**src/hdl/assert_macros.svh**
```systemverilog
// assertion macros for the rtl files, included by the top level
// no dependencies
`ifndef ASSERT_MACROS_SVH
`define ASSERT_MACROS_SVH

// implication check on the rising clock edge, off during reset
`define ASSERT_IMPLY(label, clk, rst_n, ante, cons, msg) \
    label: assert property (@(posedge clk) disable iff (!rst_n) (ante) |-> (cons)) \
        else $error(msg);

// next-cycle implication check on the rising clock edge, off during reset
`define ASSERT_NEXT(label, clk, rst_n, ante, cons, msg) \
    label: assert property (@(posedge clk) disable iff (!rst_n) (ante) |=> (cons)) \
        else $error(msg);

`endif

```
**src/hdl/bpc_pkg.sv**
```systemverilog
// package for the barometric compensation block: widths, types, rounding helpers
// no dependencies
package bpc_pkg;

    localparam int FRAC_BITS  = 24;
    localparam int PRESS_FRAC = 20;
    localparam int COEF_FRAC  = 52;
    // pipeline depth, one valid bit per datapath stage
    localparam int N_STAGES   = 14;

    localparam logic [1:0] CFG_LOW  = 2'd0;
    localparam logic [1:0] CFG_MID  = 2'd1;
    localparam logic [1:0] CFG_HIGH = 2'd2;

    typedef logic signed [63:0] t_s64;

    typedef struct packed {
        logic [15:0]        t1;
        logic [15:0]        t2;
        logic signed [7:0]  t3;
        logic signed [16:0] p1;
        logic signed [16:0] p2;
        logic signed [7:0]  p3;
        logic signed [7:0]  p4;
        logic [15:0]        p5;
        logic [15:0]        p6;
        logic signed [7:0]  p7;
        logic signed [7:0]  p8;
        logic signed [15:0] p9;
        logic signed [7:0]  p10;
        logic signed [7:0]  p11;
    } t_coef;

    // round a 128-bit product by s bits with ties up, then saturate to 64 bits
    function automatic t_s64 rnd_sat(input logic signed [127:0] x, input int s);
        logic signed [128:0] y;
        logic signed [128:0] z;
        begin
            y = {x[127], x};
            if (s > 0) begin
                y = y + (129'sd1 <<< (s - 1));
            end
            z = y >>> s;
            if (z > 129'sh0_7FFF_FFFF_FFFF_FFFF) begin
                rnd_sat = 64'sh7FFF_FFFF_FFFF_FFFF;
            end else if (z < -129'sh0_8000_0000_0000_0000) begin
                rnd_sat = 64'sh8000_0000_0000_0000;
            end else begin
                rnd_sat = z[63:0];
            end
        end
    endfunction

endpackage

```
**src/hdl/bpc_coef.sv**
```systemverilog
// calibration register file and coefficient decode
// depends on bpc_pkg
module bpc_coef
    import bpc_pkg::*;
(
    input  logic        i_clk,
    input  logic        i_rst_n,
    input  logic        i_cfg_we,
    input  logic [1:0]  i_cfg_index,
    input  logic [63:0] i_cfg_data,
    output t_coef       o_coef
);

    logic [63:0] r_low, r_mid;
    logic [39:0] r_high;
    logic [167:0] w_b;

    always_ff @(posedge i_clk) begin
        if (!i_rst_n) begin
            r_low  <= '0;
            r_mid  <= '0;
            r_high <= '0;
        end else if (i_cfg_we) begin
            case (i_cfg_index)
                CFG_LOW:  r_low  <= i_cfg_data;
                CFG_MID:  r_mid  <= i_cfg_data;
                CFG_HIGH: r_high <= i_cfg_data[39:0];
                default:  ;
            endcase
        end
    end

    assign w_b = {r_high, r_mid, r_low};

    always_comb begin
        o_coef.t1  = w_b[15:0];
        o_coef.t2  = w_b[31:16];
        o_coef.t3  = w_b[39:32];
        o_coef.p1  = {w_b[55], w_b[55:40]} - 17'sd16384;
        o_coef.p2  = {w_b[71], w_b[71:56]} - 17'sd16384;
        o_coef.p3  = w_b[79:72];
        o_coef.p4  = w_b[87:80];
        o_coef.p5  = w_b[103:88];
        o_coef.p6  = w_b[119:104];
        o_coef.p7  = w_b[127:120];
        o_coef.p8  = w_b[135:128];
        o_coef.p9  = w_b[151:136];
        o_coef.p10 = w_b[159:152];
        o_coef.p11 = w_b[167:160];
    end

endmodule

```
**config.mk**
```make
export PLATFORM = sky130hd
export DESIGN_NAME = bpc_coef
export DESIGN_NICKNAME = d
export VERILOG_FILES = /design/src/hdl/assert_macros.svh /design/src/hdl/bpc_pkg.sv /design/src/hdl/bpc_coef.sv
export SDC_FILE = /design/constraint.sdc
export NUM_CORES = 1
export LEC_CHECK = 0
export ABC_AREA = 1
export BUFFER_PORTS_ARGS = -buffer_cell sky130_fd_sc_hd__buf_2
export CORE_ASPECT_RATIO = 1.25
export CORE_MARGIN = 5
export CORE_UTILIZATION = 52
export CTS_CLUSTER_DIAMETER = 40
export DETAILED_ROUTE_END_ITERATION = 8
export PLACE_DENSITY = 0.8
export SYNTH_ARGS = -nofsm -noshare
export SYNTH_HDL_FRONTEND = slang
export SYNTH_SLANG_ARGS = --single-unit
```
**constraint.sdc**
```tcl
create_clock -name i_clk -period 1.06 [get_ports i_clk]
set_input_delay 0.053 -clock i_clk [delete_from_list [all_inputs] [get_ports i_clk]]
set_output_delay 0.053 -clock i_clk [all_outputs]
set_load 0.1 [all_outputs]
```
Word level (Yosys, flattened, before mapping)
Index checks and enable logic that the tools add are counted.
- add/sub/neg operators: 2
- multipliers: 0
- divide/modulo/power cells: 0
- $lt $le $gt $ge: 0
- equality and inequality tests: 2
- shifts and indexed selects: 0
- multiplexer cells: 0
- bitwise logic cells: 0
- reduce and logical (&&, ||, !) cells: 4
- operators with widths (cell ; number):
    16-bit by 16-bit subtractor with 17-bit output, second input constant ; 2
    2-bit AND reduction ; 3
    2-bit by 1-bit == test with 1-bit output, second input constant ; 1
    2-bit == test, second input constant ; 1
    2-bit zero test ; 1
- flip-flop bits (word level): 168
- bits in latches: 0
- memory bits (writable): 0
- memory bits (read-only): 0
- bits of input ports: 69
- output and inout bits: 170
- logic and storage cells: 11
- memories: 0

Longest topological paths before layout
- word-level depth: 2
- mapped depth: 7
- gate-level depth less buffers: 5

Worst setup path before layout
No wires, ideal clock.
- path kind: register to register
- from: register, netlist name r_high[0]
- to: register r_high[0]
- library setup time: 64 ps
- arrival: 1214 ps
- slack: -217 ps
- stages on the path, launching flop included: 5
- buffers on the path: 0
- period minus slack after synthesis: 1277 ps
- cell sequence: dfxtp_1 > inv_1 > nand2_1 > nand2_1 > nor2_1
- RTL lines (item ; RTL line ; text):
    end signal: assignment ; bpc_coef.sv:27 ; CFG_HIGH: r_high <= i_cfg_data[39:0];
    end: declaration ; bpc_coef.sv:15 ; logic [39:0] r_high;

==> results.md <==
- Global routing used 27.5% of the available tracks across all layers.
- Measured against its own limit, the worst slew margin works out to 76.5%.
- The total via count after detailed routing is 7723.
- The maximum number of pins on one net before global-route repair is 75.
- The final core utilization is 82.8%.
- The die area is 18000 sq um.
- The net count of the finished layout is approximately 1400.
- The TritonCTS clock tree is done.
- The number of pins exceeding their max-slew limit in the final report came to 0.
- After global routing the overflow that remains totals 0.
- The highest clock rate is just under 800 MHz.
- The worst hold slack is 114 ps.
- The wire length of the first global-routing pass is slightly below 40000 um.
- The worst register-to-register path ends at r_mid[6].
- Synthesis produced 1212 cells.
- The count of cells in the finished layout, fillers not included, comes to 1576.
- The synthesized netlist occupies a cell area of 8010 sq um.
- The wire length the detailed router placed on met1 is approximately 9000 um.
- STA classifies the critical path endpoint as an output pin.
- Summing all non-filler instances in the final layout gives an area of 12500 sq um.
- The flow ran to the end, but the final reports show violations.
- The library cells used most frequently in the layout, excluding fill and tap cells, are sky130_fd_sc_hd__nand2_1 (272), sky130_fd_sc_hd__nor2_1 (272), sky130_fd_sc_hd__buf_12 (181), sky130_fd_sc_hd__inv_1 (168), sky130_fd_sc_hd__dfxtp_2 (161).
- In this run the count of I/O pins placed on the die edge is 239.
- In the finished design, the share of the clock period the worst path needs comes to 121%.
- The highest ir drop seen on vdd is 1.24 mV.
- Dividing the detail-routed wire length by the instance count gives 16.1 um.
- The clock tree buffer depth is 2.
- The area inside the core boundary is approximately 15000 sq um.
- The path category of the worst min-delay check is in2reg.
- The area share of the largest cell type after synthesis is 42.0%.
- The length of routed met3 wiring is 1730 um.
- The initial DRC count is 520.
- Cells with a size suffix above 1 make up 33.1% of the layout.
- TritonCTS created 17 clock buffers.
- In this run the number of H-tree levels came out at 4.
- The number of library cell types mapped by synthesis is 10.
- After clock tree synthesis, the clock-pin slew on the worst setup and hold paths is approximately 70 ps.
- The maximum fanout along the worst path is 2.
- The cell sitting at the root of the clock tree is a sky130_fd_sc_hd__clkbuf_16.
- The register-to-register path setup slack is 210 ps.
- The slowest stage cell on the critical path is sky130_fd_sc_hd__dfxtp_2.
- A synthesized cell averages 6.61 sq um.
- The number of vias per cell after detailed routing is a little under 5.
- The number of global-route vias before repair is ~8000.
- The path type of the worst setup path is reg2out.
- STA puts the critical path data required time at between 1000 and 1500 ps.
- Timing analysis after detailed placement gives a worst setup slack of roughly 26 ps.
- The initial antenna violation count came to 1.
- For this block, the routed nets add up to 25400 um of wire.
- The number of optimization iterations in the first detailed-route pass is 5.
- The flop and latch count out of synthesis is 168.
- The wire-length estimate of the detail-placed layout is 15500 um.
- The met2 wire length is 13300 um.
- The congestion estimate from routability-driven global placement came to ~0.76.
- The signal arrival time at the worst endpoint is around 1200 ps.
- Setup repair after global routing could not meet its margin everywhere.
- The detail route stage leaves a number of antenna-violating nets equal to 0.
- STA classifies the critical path startpoint as a flop.
- The area growth from synthesis to final layout is 55.8%.
- Yosys printed 0 warnings.
- The worst hold path endpoint is r_low[21].
- The count of unresolved DRC violations after routing is 0.
- The tool flagged a number of max-cap violations equal to 0.
- The portion of the post-synthesis area used by sequential elements is 42.0%.
- The checks that failed: negative setup slack.
- Port buffering added about 240 buffers.
- At the pin with the least slew margin, the transition time is 352 ps.
- The reg-to-reg startpoint is r_mid[6].
- The effective utilization at floorplan is around 53%.
- Counting cells, the worst reg-to-reg path comes to 5.
- The analysis attributes to cell leakage a power of 6.14 nW.
- From bottom edge to top edge, the die measures 149 um.
- The total setup violations reported at the end of the flow is 5.
- The number of nets handed over by synthesis was 1283.
- In this run the power density over the cells is between 1000 and 1500 nW/um^2.
- The signal on the critical path passes through inv_2, ha_4, buf_12.
- After synthesis, the cell types taking the most area are sky130_fd_sc_hd__dfxtp_1 (42%), sky130_fd_sc_hd__nor2_1 (13%), sky130_fd_sc_hd__nand2_1 (13%), sky130_fd_sc_hd__buf_4 (12%), sky130_fd_sc_hd__inv_1 (8.2%).
- After layout, the design draws a total of 18.7 mW.
- The worst hold path passes through 4 cells.
- Of all cell types, the one taking the most synthesized area is sky130_fd_sc_hd__dfxtp_1.
- The launch instance of the worst min-delay path is i_rst_n.
- The setup TNS after final layout is -964 ps.
- The CTS sink count is between 150 and 200.
- For the finished layout, the period the worst path requires is 1290 ps.
- Once placement completed, the tool counted placed cells totaling around 1500.
- The worst-skew pair later-pin latency is 410 ps.
- The number of standard-cell rows in the floorplan is 50.
- The total count of hold-check failures in the final report is 0.
- The uppermost layer routed is met4.
- The largest clock skew in the final design is 0 ps.
- The largest single stage delay on the critical path is 340 ps.
- The die is 121 um wide.
- Across all setup checks in the final design, the least slack found is -227 ps.
- The post-detailed-placement cell area is 11100 sq um.
==> cell usage after synthesis <==
library cell / n
sky130_fd_sc_hd__inv_1: 174
sky130_fd_sc_hd__buf_4: 124
sky130_fd_sc_hd__dfxtp_1: 168
sky130_fd_sc_hd__buf_2: 65
sky130_fd_sc_hd__buf_1: 4
sky130_fd_sc_hd__nor2_1: 273
sky130_fd_sc_hd__ha_1: 2
sky130_fd_sc_hd__a21oi_1: 64
sky130_fd_sc_hd__nand3_1: 66
sky130_fd_sc_hd__nand2_1: 272
==> metal layers <==
| metal | track usage [%] | up-vias |
|---|---|---|
| met5 | 0 | - |
| met4 | 15.6 | 0 |
| met3 | 7.25 | 107 |
| met2 | 50.9 | 341 |
| met1 | 27.3 | 3554 |
| li1 | - | 3721 |
==> where the power goes <==
part / total (mW) / switching, mW / internal (mW)
registers: 7.08 / 0.365 / 6.72
clock network: 5.99 / 2.46 / 3.53
logic: 5.58 / 3.65 / 1.93
==> layout make-up <==
cell class | count | area [sq um]
inverter | 174 | 667
clock inverter | 8 | 97.6
antenna | 1 | 2.50
sequential | 168 | 3580
timing repair buffer | 316 | 4640
multi-input combinational | 677 | 2780
fill | 739 | 2600
tap | 208 | 260
clock buffer | 24 | 462
==> sequential cells by signal, summed over array words and instances, names as in the netlist <==
| register | count |
|---|---|
| r_mid | 64 |
| r_low | 64 |
| r_high | 40 |
==> timing repair <==
action,in CTS,in global routing
setup endpoints to repair,56,76
setup buffers,0,1
cloned,0,0
resized for setup,60,73
hold endpoints to repair,155,0
hold buffers,64,0
pin swaps,2,0
==> worst max path at each step <==
stage / to / startpoint / depth (start not counted) / slack [ps]
floorplan: r_mid[6] / r_mid[6] / 4 / -40
global placement: r_low[58] / i_cfg_index[1] / 6 / 80
detailed placement: r_low[16] / i_cfg_index[1] / 6 / 30
CTS: o_coef[128] / r_low[55] / 3 / -230
global route: o_coef[128] / r_low[55] / 3 / -260
finish: o_coef[128] / r_low[55] / 3 / -230
==> critical path: cells and delay by family (launching register included) <==
kind	cells	cell delay, ps
buf+inv	2	210
flops	1	340
fa+ha+maj	1	260
==> cell families (layout without fill, tap and decap cells) <==
| family | Yosys count | after routing | share of synthesized area (%) |
|---|---|---|---|
| adders and majority gates | 2 | 2 | 0.312 |
| AOI/OAI and AO/OA | 64 | 64 | 4.00 |
| DFF | 168 | 168 | 42.0 |
| buffers and inverters | 367 | 522 | 24.0 |
| other | 0 | 1 | 0 |
| and+or+nand+nor | 611 | 611 | 29.7 |
No activity file was read; power rests on OpenSTA's default activity.
